File: src/rtl/tkd_pkg.sv
// Package for the terminal key escape decoder: key codes, byte codes, decode functions.
package tkd_pkg;

    localparam int KIND_W = 4;
    localparam int BYTE_W = 8;

    typedef enum logic [KIND_W-1:0] {
        KEY_CHAR   = 4'd0,
        KEY_ESC    = 4'd1,
        KEY_UP     = 4'd2,
        KEY_DOWN   = 4'd3,
        KEY_RIGHT  = 4'd4,
        KEY_LEFT   = 4'd5,
        KEY_HOME   = 4'd6,
        KEY_END    = 4'd7,
        KEY_DEL    = 4'd8,
        KEY_PGUP   = 4'd9,
        KEY_PGDN   = 4'd10,
        KEY_LSTART = 4'd11,
        KEY_LEND   = 4'd12
    } key_kind_t;

    typedef enum logic [3:0] {
        PH_IDLE  = 4'b0001,
        PH_ESC   = 4'b0010,
        PH_ONE   = 4'b0100,
        PH_DIGIT = 4'b1000
    } phase_t;

    typedef logic [BYTE_W-1:0] byte_t;

    localparam byte_t BYTE_ESC     = 8'h1B;
    localparam byte_t BYTE_LBRACK  = 8'h5B; // '['
    localparam byte_t BYTE_O       = 8'h4F; // 'O'
    localparam byte_t BYTE_TILDE   = 8'h7E; // '~'
    localparam byte_t BYTE_ZERO    = 8'h30; // '0'
    localparam byte_t BYTE_NINE    = 8'h39; // '9'
    localparam byte_t BYTE_ONE     = 8'h31;
    localparam byte_t BYTE_THREE   = 8'h33;
    localparam byte_t BYTE_FOUR    = 8'h34;
    localparam byte_t BYTE_FIVE    = 8'h35;
    localparam byte_t BYTE_SIX     = 8'h36;
    localparam byte_t BYTE_SEVEN   = 8'h37;
    localparam byte_t BYTE_EIGHT   = 8'h38;
    localparam byte_t BYTE_A       = 8'h41;
    localparam byte_t BYTE_B       = 8'h42;
    localparam byte_t BYTE_C       = 8'h43;
    localparam byte_t BYTE_D       = 8'h44;
    localparam byte_t BYTE_H       = 8'h48;
    localparam byte_t BYTE_F       = 8'h46;
    localparam byte_t BYTE_LC_H    = 8'h68;
    localparam byte_t BYTE_LC_J    = 8'h6A;
    localparam byte_t BYTE_LC_K    = 8'h6B;
    localparam byte_t BYTE_LC_L    = 8'h6C;
    localparam byte_t BYTE_DOLLAR  = 8'h24;

    function automatic key_kind_t plain_kind(input logic vim, input byte_t b);
        key_kind_t k;
        k = KEY_CHAR;
        if (vim) begin
            case (b)
                BYTE_LC_K:   k = KEY_UP;
                BYTE_LC_J:   k = KEY_DOWN;
                BYTE_LC_L:   k = KEY_RIGHT;
                BYTE_LC_H:   k = KEY_LEFT;
                BYTE_ZERO:   k = KEY_LSTART;
                BYTE_DOLLAR: k = KEY_LEND;
                default:     k = KEY_CHAR;
            endcase
        end
        return k;
    endfunction

    function automatic key_kind_t two_byte_kind(input byte_t b0, input byte_t b1);
        key_kind_t k;
        k = KEY_ESC;
        if (b0 == BYTE_LBRACK) begin
            case (b1)
                BYTE_A:  k = KEY_UP;
                BYTE_B:  k = KEY_DOWN;
                BYTE_C:  k = KEY_RIGHT;
                BYTE_D:  k = KEY_LEFT;
                BYTE_H:  k = KEY_HOME;
                BYTE_F:  k = KEY_END;
                default: k = KEY_ESC;
            endcase
        end else if (b0 == BYTE_O) begin
            if (b1 == BYTE_H) begin
                k = KEY_HOME;
            end else if (b1 == BYTE_F) begin
                k = KEY_END;
            end
        end
        return k;
    endfunction

    function automatic key_kind_t digit_kind(input byte_t d, input byte_t last);
        key_kind_t k;
        k = KEY_ESC;
        if (last == BYTE_TILDE) begin
            case (d)
                BYTE_ONE:   k = KEY_HOME;
                BYTE_THREE: k = KEY_DEL;
                BYTE_FOUR:  k = KEY_END;
                BYTE_FIVE:  k = KEY_PGUP;
                BYTE_SIX:   k = KEY_PGDN;
                BYTE_SEVEN: k = KEY_HOME;
                BYTE_EIGHT: k = KEY_END;
                default:    k = KEY_ESC;
            endcase
        end
        return k;
    endfunction

endpackage

File: src/rtl/terminal_key_escape_decoder_unit.sv
// Terminal key escape decoder: turns input bytes and timeouts into key events.
//
// One input beat (a byte, or a timeout with s_func high) is taken every cycle
// while s_ready is high. A beat lands in an input register, is decoded against
// the escape-sequence state in one short combinational pass, and its key event
// (if any) lands in the result register, which drives m_valid. Throughput is
// one beat per cycle while results are taken, set by that single registered
// pass. A result held by m_ready low stalls the input register, and s_ready
// drops once both registers are full. ESC starts a sequence; ESC [ A/B/C/D/H/F,
// ESC [ digit ~ and ESC O H/F give the cursor, home, end, delete and page
// keys, any other complete sequence or a timeout inside one gives a lone
// escape key, and a timeout while idle gives nothing. Bytes that start no
// sequence pass through as plain characters (m_char_value holds the byte only
// for plain characters, else zero); with vim mode on, h j k l 0 $ become
// movement keys. Beats that open or extend a sequence give no result. The
// vim mode register is written with cfg_wr_en/cfg_wr_data while the block is
// idle (the user must ensure this; the block does not); it resets to off.
module terminal_key_escape_decoder_unit (
    input  logic                          aclk,
    input  logic                          aresetn,
    input  logic                          cfg_wr_en,
    input  logic                          cfg_wr_data,
    input  logic                          s_valid,
    output logic                          s_ready,
    input  logic                          s_func,
    input  logic [tkd_pkg::BYTE_W-1:0]    s_data_byte,
    output logic                          m_valid,
    input  logic                          m_ready,
    output logic [tkd_pkg::KIND_W-1:0]    m_key_kind,
    output logic [tkd_pkg::BYTE_W-1:0]    m_char_value
);
    import tkd_pkg::*;

    // config
    logic vim_mode_reg;

    // input stage
    logic  in_vld_reg;
    logic  in_func_reg;
    byte_t in_byte_reg;

    // sequence state
    phase_t phase_reg, phase_next;
    byte_t  first_reg, first_next;
    byte_t  second_reg, second_next;

    // result stage
    logic      out_vld_reg;
    key_kind_t out_kind_reg;
    byte_t     out_char_reg;

    // decode outputs
    logic      emit;
    key_kind_t kind;
    byte_t     ch;

    logic advance;   // input-stage beat is consumed this cycle
    logic s_take;

    assign advance = in_vld_reg && (!out_vld_reg || m_ready);
    assign s_ready = !in_vld_reg || advance;
    assign s_take  = s_valid && s_ready;

    always_ff @(posedge aclk) begin
        if (!aresetn) begin
            vim_mode_reg <= 1'b0;
        end else if (cfg_wr_en) begin
            vim_mode_reg <= cfg_wr_data;
        end
    end

    always_ff @(posedge aclk) begin
        if (!aresetn) begin
            in_vld_reg <= 1'b0;
        end else if (s_ready) begin
            in_vld_reg <= s_valid;
        end
    end

    always_ff @(posedge aclk) begin
        if (s_take) begin
            in_func_reg <= s_func;
            in_byte_reg <= s_data_byte;
        end
    end

    // Single-pass decode of the held beat against the current phase.
    always_comb begin
        phase_next  = phase_reg;
        first_next  = first_reg;
        second_next = second_reg;
        emit        = 1'b0;
        kind        = KEY_CHAR;
        ch          = '0;
        case (phase_reg)
            PH_ESC: begin
                if (in_func_reg) begin
                    phase_next = PH_IDLE;
                    emit       = 1'b1;
                    kind       = KEY_ESC;
                end else begin
                    first_next = in_byte_reg;
                    phase_next = PH_ONE;
                end
            end
            PH_ONE: begin
                if (in_func_reg) begin
                    phase_next = PH_IDLE;
                    emit       = 1'b1;
                    kind       = KEY_ESC;
                end else begin
                    second_next = in_byte_reg;
                    if (first_reg == BYTE_LBRACK &&
                        in_byte_reg inside {[BYTE_ZERO:BYTE_NINE]}) begin
                        phase_next = PH_DIGIT;
                    end else begin
                        phase_next = PH_IDLE;
                        emit       = 1'b1;
                        kind       = two_byte_kind(first_reg, in_byte_reg);
                    end
                end
            end
            PH_DIGIT: begin
                phase_next = PH_IDLE;
                emit       = 1'b1;
                kind       = in_func_reg ? KEY_ESC : digit_kind(second_reg, in_byte_reg);
            end
            default: begin
                phase_next = PH_IDLE;
                if (!in_func_reg) begin
                    if (in_byte_reg == BYTE_ESC) begin
                        phase_next = PH_ESC;
                    end else begin
                        emit = 1'b1;
                        kind = plain_kind(vim_mode_reg, in_byte_reg);
                        ch   = (kind == KEY_CHAR) ? in_byte_reg : '0;
                    end
                end
            end
        endcase
    end

    always_ff @(posedge aclk) begin
        if (!aresetn) begin
            phase_reg  <= PH_IDLE;
            first_reg  <= '0;
            second_reg <= '0;
        end else if (advance) begin
            phase_reg  <= phase_next;
            first_reg  <= first_next;
            second_reg <= second_next;
        end
    end

    // Result register: loads on an emitting beat, clears once taken.
    always_ff @(posedge aclk) begin
        if (!aresetn) begin
            out_vld_reg <= 1'b0;
        end else if (advance) begin
            out_vld_reg <= emit;
        end else if (m_ready) begin
            out_vld_reg <= 1'b0;
        end
    end

    always_ff @(posedge aclk) begin
        if (advance && emit) begin
            out_kind_reg <= kind;
            out_char_reg <= ch;
        end
    end

    assign m_valid      = out_vld_reg;
    assign m_key_kind   = out_kind_reg;
    assign m_char_value = out_char_reg;

    // A new result only ever comes from a held input beat.
    a_result_from_input: assert property (@(posedge aclk) disable iff (!aresetn)
        $rose(out_vld_reg) |-> $past(in_vld_reg))
        else $error("result appeared without an input beat");

    // Non-character keys carry a zero byte.
    a_char_zero: assert property (@(posedge aclk) disable iff (!aresetn)
        (out_vld_reg && out_kind_reg != KEY_CHAR) |-> (out_char_reg == '0))
        else $error("char_value nonzero on a non-character key");

    // Digit phase only follows ESC [ and a digit.
    a_digit_phase: assert property (@(posedge aclk) disable iff (!aresetn)
        (phase_reg == PH_DIGIT) |-> (first_reg == BYTE_LBRACK &&
            second_reg >= BYTE_ZERO && second_reg <= BYTE_NINE))
        else $error("digit phase without ESC [ digit prefix");

    // A held result is never overwritten while stalled.
    a_out_hold: assert property (@(posedge aclk) disable iff (!aresetn)
        (out_vld_reg && !m_ready) |=> (out_vld_reg && $stable(out_kind_reg) &&
            $stable(out_char_reg)))
        else $error("stalled result was lost or changed");

endmodule

File: config.mk
export PLATFORM = sky130hd
export DESIGN_NAME = terminal_key_escape_decoder_unit
export DESIGN_NICKNAME = d
export VERILOG_FILES = /design/src/rtl/tkd_pkg.sv /design/src/rtl/terminal_key_escape_decoder_unit.sv
export SDC_FILE = /design/constraint.sdc
export NUM_CORES = 1
export LEC_CHECK = 0
export BUFFER_PORTS_ARGS = -buffer_cell sky130_fd_sc_hd__buf_2
export CORE_UTILIZATION = 45
export DETAILED_ROUTE_END_ITERATION = 8
export PLACE_DENSITY = 0.66
export RECOVER_POWER = 25
export SYNTH_ARGS = -nofsm -noshare
export SYNTH_HDL_FRONTEND = slang
export SYNTH_SLANG_ARGS = --single-unit
export TNS_END_PERCENT = 30
File: constraint.sdc
create_clock -name aclk -period 3.2 [get_ports aclk]
set_input_delay 0.32 -clock aclk [delete_from_list [all_inputs] [get_ports aclk]]
set_output_delay 0.32 -clock aclk [all_outputs]
set_load 0.02 [all_outputs]
Yosys cells after proc, flatten, opt, wreduce, memory -nomap -nowiden
Index checks and enable logic that the tools add are counted.
Operators by class
  $add $sub $neg: 0
  $mul: 0
  divide/modulo/power cells: 0
  order comparisons: 2
  equal/unequal tests: 26
  shift operators: 0
  mux-type cells: 33
  bitwise logic cells: 2
  reduce and logical (&&, ||, !) cells: 17
Operators with widths (count)
  $eq 8x7->1 const B: 13
  $eq 8x6->1 const B: 9
  $mux 4: 13
  $pmux 4 s3: 2
  $pmux 4 s6: 1
  $pmux 4 s5: 1
  $pmux 3 s6: 1
  $mux 3: 4
  $eq 8x5->1 const B: 1
  $ge 8x6->1 const B: 1
  $le 8x6->1 const B: 1
  $mux 1: 8
  $reduce_and 3->1: 2
  $reduce_or 6->1: 1
  $logic_and 1x1->1: 5
  $eq 4x2->1 const B: 1
  $eq 4x3->1 const B: 1
  $eq 4x4->1 const B: 1
  $logic_not 4->1: 1
  $mux 2: 2
  $reduce_or 2->1: 2
  $pmux 1 s3: 1
  $reduce_or 3->1: 1
  $logic_not 1->1: 2
  3 further kinds: 5
Storage, ports and cells
  register bits: 44
  bits in latches: 0
  RAM bits: 0
  bits in read-only memories: 0
  bits of input ports: 15
  output and inout bits: 14
  logic and storage cells: 90
  memories: 0

Longest topological paths before layout
  depth in word-level cells: 9
  depth in mapped cells: 6
  mapped depth without buffers: 4

Worst setup path before layout
No wires, ideal clock.
  path kind: register -> register
  start point: register in_byte_reg[4]
  end point: register out_char_reg[0], in the netlist m_char_value[0], enable pin
  library setup time: 388 ps
  data arrival time: 1862 ps
  data required time: 2812 ps
  slack: 950 ps
  cell stages (with the launch flop): 6
  path buffers: 1
  period minus slack after synthesis: 2250 ps
  cells stage by stage: edfxtp_1 > buf_2 > and4bb_2 > nand4_1 > nand2_1 > a31oi_1
On the way
  word-level cells in the longest chain between the ends: 7
  elaborated cells between the ends (all ways): 11
  classes of those cells: order compare (2); eq/ne (1); mux (5); reduce/logical (3)
Ends and longest elaborated chain
  start, declared: RTL line terminal_key_escape_decoder_unit.sv:40  | byte_t in_byte_reg;
  start signal, assigned: RTL line terminal_key_escape_decoder_unit.sv:83  | in_byte_reg <= s_data_byte;
  $ge 8x6->1 or $le 8x6->1 (tied branches): RTL line terminal_key_escape_decoder_unit.sv:114  | in_byte_reg inside {[BYTE_ZERO:BYTE_NINE]}) begin
  $logic_and 1x1->1 (2 in series): RTL line terminal_key_escape_decoder_unit.sv:114
  $mux 1: RTL line terminal_key_escape_decoder_unit.sv:113  | if (first_reg == BYTE_LBRACK &&
  $mux 1: RTL line terminal_key_escape_decoder_unit.sv:107  | if (in_func_reg) begin
  $pmux 1 s3 *: RTL line terminal_key_escape_decoder_unit.sv:95  | case (phase_reg)
  $logic_and 1x1->1 *: RTL line terminal_key_escape_decoder_unit.sv:167  | if (advance && emit) begin
  end signal, assigned: RTL line terminal_key_escape_decoder_unit.sv:169  | out_char_reg <= ch;
  end, declared: RTL line terminal_key_escape_decoder_unit.sv:50  | byte_t out_char_reg;
Every way passes the cells marked *; elsewhere a longest branch is shown, timed or not.
A chain may end at the register's enable or synchronous reset.

Worst setup path after layout
  start point: register in_byte_reg[0]
  end point: register out_kind_reg[0], in the netlist m_key_kind[0] (data pin)
On the way
  word-level cells in the longest chain between the ends: 9
  elaborated cells between the ends (all ways): 34
  classes of those cells: order compare (2); eq/ne (14); mux (16); reduce/logical (2)
Ends and longest elaborated chain
  $eq 8x6->1 or $eq 8x7->1 (tied branches): RTL line tkd_pkg.sv:61  | case (b)
  $pmux 4 s6: RTL line tkd_pkg.sv:61
  $mux 4: RTL line tkd_pkg.sv:60  | if (vim) begin
  $mux 4: RTL line terminal_key_escape_decoder_unit.sv:131  | if (in_byte_reg == BYTE_ESC) begin
  $mux 4: RTL line terminal_key_escape_decoder_unit.sv:130  | if (!in_func_reg) begin
  $mux 4: RTL line terminal_key_escape_decoder_unit.sv:95
  $mux 4: RTL line terminal_key_escape_decoder_unit.sv:131
  $mux 4: RTL line terminal_key_escape_decoder_unit.sv:130
  $pmux 4 s3 *: RTL line terminal_key_escape_decoder_unit.sv:95
  net kind[0]: RTL line terminal_key_escape_decoder_unit.sv:54  | key_kind_t kind;
  end signal, assigned: RTL line terminal_key_escape_decoder_unit.sv:168  | out_kind_reg <= kind;
  end, declared: RTL line terminal_key_escape_decoder_unit.sv:49  | key_kind_t out_kind_reg;
Mark *: on every way through the listed nets, which the timed path passes. The rest lies on a longest branch. The select of a mux whose other input is x is not followed.

==> load_flow_metrics.sql <==
INSERT INTO impl_metrics (metric_group, metric, value, unit) VALUES
('yosys', 'synth_compound_area_share', '13.1', '%'),
('worst_setup_path', 'worstPathCellList', 'or3b_1, or4b_1, o31ai_1, nand4_1', ''),
('worst_setup_path', 'worst-endpoint-required', '3.23', 'ns'),
('drt', 'detail_route.iter0.violations', '88', ''),
('yosys', 'ys.warnings.count', '0', ''),
('worst_setup_path', 'worstSetupStartpointType', 'flip-flop', ''),
('timing', 'setup_tns', '0', 'ns'),
('clock_network', 'cts_setup_buffers', '0', ''),
('floorplanning', 'die_area', '5480', 'sq um'),
('global_route', 'largest_net_degree_at_the_start_of_global_routing', '24', ''),
('yosys', 'synth.mux.area_fraction', '8.15', '%'),
('drt', 'totalWireLength', '4610', 'um'),
('placement', 'port_buffers', '28', ''),
('timing', 'final-max-slew-violation-count', '0', ''),
('layout', 'multi_input_area', '1150', 'sq um'),
('global_route', 'vias_in_the_first_global_route', '1599', ''),
('placement', 'hpwlAfterDp', '3190', 'um'),
('yosys', 'synth_top_family_by_area', 'simple AND/OR/NAND/NOR gates', ''),
('worst_setup_path', 'max_stage_delay', '0.61', 'ns'),
('yosys', 'ys_types', '48', ''),
('clock_network', 'post_cts_hold_buffer_count', '0', ''),
('worst_setup_path', 'critical_path.slowest_cell', 'sky130_fd_sc_hd__edfxtp_1', ''),
('floorplanning', 'chipHeight', '74.0', 'um'),
('floorplanning', 'die_width', '74.0', 'um'),
('drt', 'drc_markers', '0', ''),
('clock_network', 'clock_latency', '0.29', 'ns'),
('layout', 'layout_commonest_cell', 'sky130_fd_sc_hd__dfxtp_1', ''),
('drt', 'iteration_count_of_the_initial_detailed_routing_pass', '4', ''),
('layout', 'final.fill_count', '431', ''),
('layout', 'syn2layout_area_growth', '10.5', '%'),
('yosys', 'yosys.area_share.adder', '0', '%'),
('floorplanning', 'io-pin-count', '29', ''),
('timing', 'tightestPinTransition', '0.636', 'ns'),
('timing', 'fin_skew', '0.00568', 'ns'),
('placement', 'placed_cells', '306', ''),
('power', 'power.density_cell_area', '406', 'nW/um^2'),
('global_route', 'grt.overflow.total', '0', ''),
('drt', 'number_of_nets_with_antenna_violations_after_routing', '0', ''),
('worst_setup_path', 'critical_path_class', 'reg -> reg', ''),
('worst_setup_path', 'critical_path_peak_fanout', '16', ''),
('yosys', 'ys_seq_area_share', '46.7', '%'),
('global_route', 'met2_usage', '29.3', '%'),
('power', 'p_leak', '0.929', 'nW'),
('yosys', 'synth_area_per_cell', '10.2', 'sq um'),
('clock_network', 'cts.root.buffer_cell', 'sky130_fd_sc_hd__clkbuf_8', ''),
('timing', 'hold_violations', '0', ''),
('clock_network', 'cts_sinks', '44', ''),
('layout', 'area.sequential', '1090', 'sq um'),
('global_route', 'initial_antenna_violation_count', '0', ''),
('drt', 'detail_route.vias_per_cell', '5.64', ''),
('global_route', 'grt_first_pass_wirelength', '7740', 'um'),
('global_route', 'global_route.usage.met3', '4.07', '%'),
('yosys', 'simple_gate_area_share_of_the_yosys_netlist', '27.1', '%'),
('yosys', 'ys_ff_latch', '44', ''),
('clock_network', 'cts_inserted_buffers', '5', ''),
('floorplanning', 'starting_density_of_the_core', '48.2', '%'),
('timing', 'final_period_minus_worst_setup_slack', '2.30', 'ns'),
('yosys', 'syn-cell-area', '2330', 'sq um'),
('drt', 'wire_per_inst', '14.7', 'um'),
('clock_network', 'cts.repair.resized', '0', ''),
('placement', 'routabilityCongestion', '0.806', ''),
('timing', 'grt_setup_unrepaired', 'false', ''),
('outcome', 'outcome', 'completed', ''),
('clock_network', 'clk_pin_slew', '0.08', 'ns'),
('timing', 'timing.final.crit_share', '72.0', '%'),
('worst_setup_path', 'setup.worst_path.end_class', 'flip-flop', ''),
('timing', 'setup_viol_count_final', '0', ''),
('drt', 'via_count', '1771', ''),
('layout', 'final_layout_size_suffix_gt1_share', '16.6', '%'),
('clock_network', 'htree_num_levels', '2', ''),
('global_route', 'global_route.usage.met1', '25.6', '%');
Yosys cell counts, drive strengths merged:
cell type | instances | share of area (%)
or4b | 6 | 2.6
a41oi | 2 | 0.75
dfxtp | 23 | 20
a21o | 2 | 0.64
and4 | 1 | 0.38
or2 | 1 | 0.27
or3b | 4 | 1.5
nor4b | 6 | 2.5
nand4 | 5 | 1.3
xnor2 | 2 | 0.75
nand3 | 10 | 2.1
a31oi | 1 | 0.27
o41a | 1 | 0.48
nor4bb | 2 | 0.86
a21oi | 15 | 3.2
nand2b | 6 | 1.6
inv | 3 | 0.48
nand2 | 8 | 1.3
a2bb2oi | 1 | 0.38
o22a | 2 | 0.75
buf | 3 | 0.64
o21ai | 4 | 0.86
nor3b | 3 | 0.96
o21a | 1 | 0.32
o221ai | 2 | 0.75
edfxtp | 21 | 27
and3 | 1 | 0.27
a21boi | 1 | 0.32
nand4b | 4 | 1.5
a211oi | 5 | 1.8
clkbuf | 16 | 2.7
o211ai | 2 | 0.64
nor2b | 21 | 5.6
nor2 | 7 | 1.1
o311ai | 1 | 0.38
and2 | 4 | 1.1
xor2 | 1 | 0.38
nand3b | 3 | 0.96
nor4 | 2 | 0.54
and4bb | 1 | 0.54
mux2i | 19 | 8.1
o31ai | 4 | 1.3
o22ai | 1 | 0.27
kinds of logic after synthesis:
logic type | Yosys count
XOR/XNOR | 3
flip-flops | 44
buffers and inverters | 22
AND/OR/NAND/NOR | 95
multiplexers | 19
AO/OA/AOI/OAI | 45
where the power goes:
| part | leakage [nW] | total (mW) | switching (mW) | internal (mW) |
|---|---|---|---|---|
| Combinational | 0.493 | 0.0624 | 0.0325 | 0.0299 |
| Clock | 0.0510 | 0.355 | 0.182 | 0.172 |
| Sequential | 0.386 | 0.630 | 0.0276 | 0.603 |
| Total | 0.929 | 1.05 | 0.243 | 0.805 |
through the flow:
| stage | setup WS (ns) | util (%) | cell area (sq um) | power (mW) | hold WS [ns] |
|---|---|---|---|---|---|
| detailed placement | 0.923 | 51.5 | 2500 | 0.707 | 0.498 |
| floorplan | 0.950 | - | 2330 | 0.679 | 0.419 |
| CTS | 0.904 | 53.4 | 2590 | 1.06 | 0.189 |
| global placement | 0.971 | 51.5 | 2500 | 0.706 | 0.496 |
| global route | 0.735 | 53.2 | 2580 | 1.09 | 0.183 |
| finish | 0.897 | 53.2 | 2580 | 1.05 | 0.199 |
path summary, 6_finish.rpt:
check                                  from                         to  slack, ns  depth (start not counted)
setup / recovery   in_byte_reg[0]$_DFFE_PP_    m_key_kind[0]$_DFFE_PP_       0.90                          4
hold reg to reg   first_reg[7]$_SDFFE_PN0P_  first_reg[7]$_SDFFE_PN0P_       0.52                          2
setup reg to reg   in_byte_reg[0]$_DFFE_PP_    m_key_kind[0]$_DFFE_PP_       0.90                          4
hold / removal               s_data_byte[3]   in_byte_reg[3]$_DFFE_PP_       0.20                          1
area by class of cell:
type | instances | area share (%)
Timing Repair Buffer | 30 | 5.63
Sequential cell | 44 | 42.3
Multi-Input combinational cell | 162 | 44.8
Clock inverter | 2 | 0.388
Tap cell | 67 | 3.25
Clock buffer | 6 | 3.20
Inverter | 3 | 0.437
layer usage:
metal	routed length (um)	vias up
met5	0	-
met4	51	0
met3	228	6
met2	2040	47
met1	2290	823
li1	-	895
critical path, delay by kind of cell, from the launching register on:
family / cells / cell delay (ns)
AOI/OAI and AO/OA: 1 / 0.29
and+or+nand+nor: 3 / 1.14
DFF: 1 / 0.61
(Power assumes the default switching activity.)
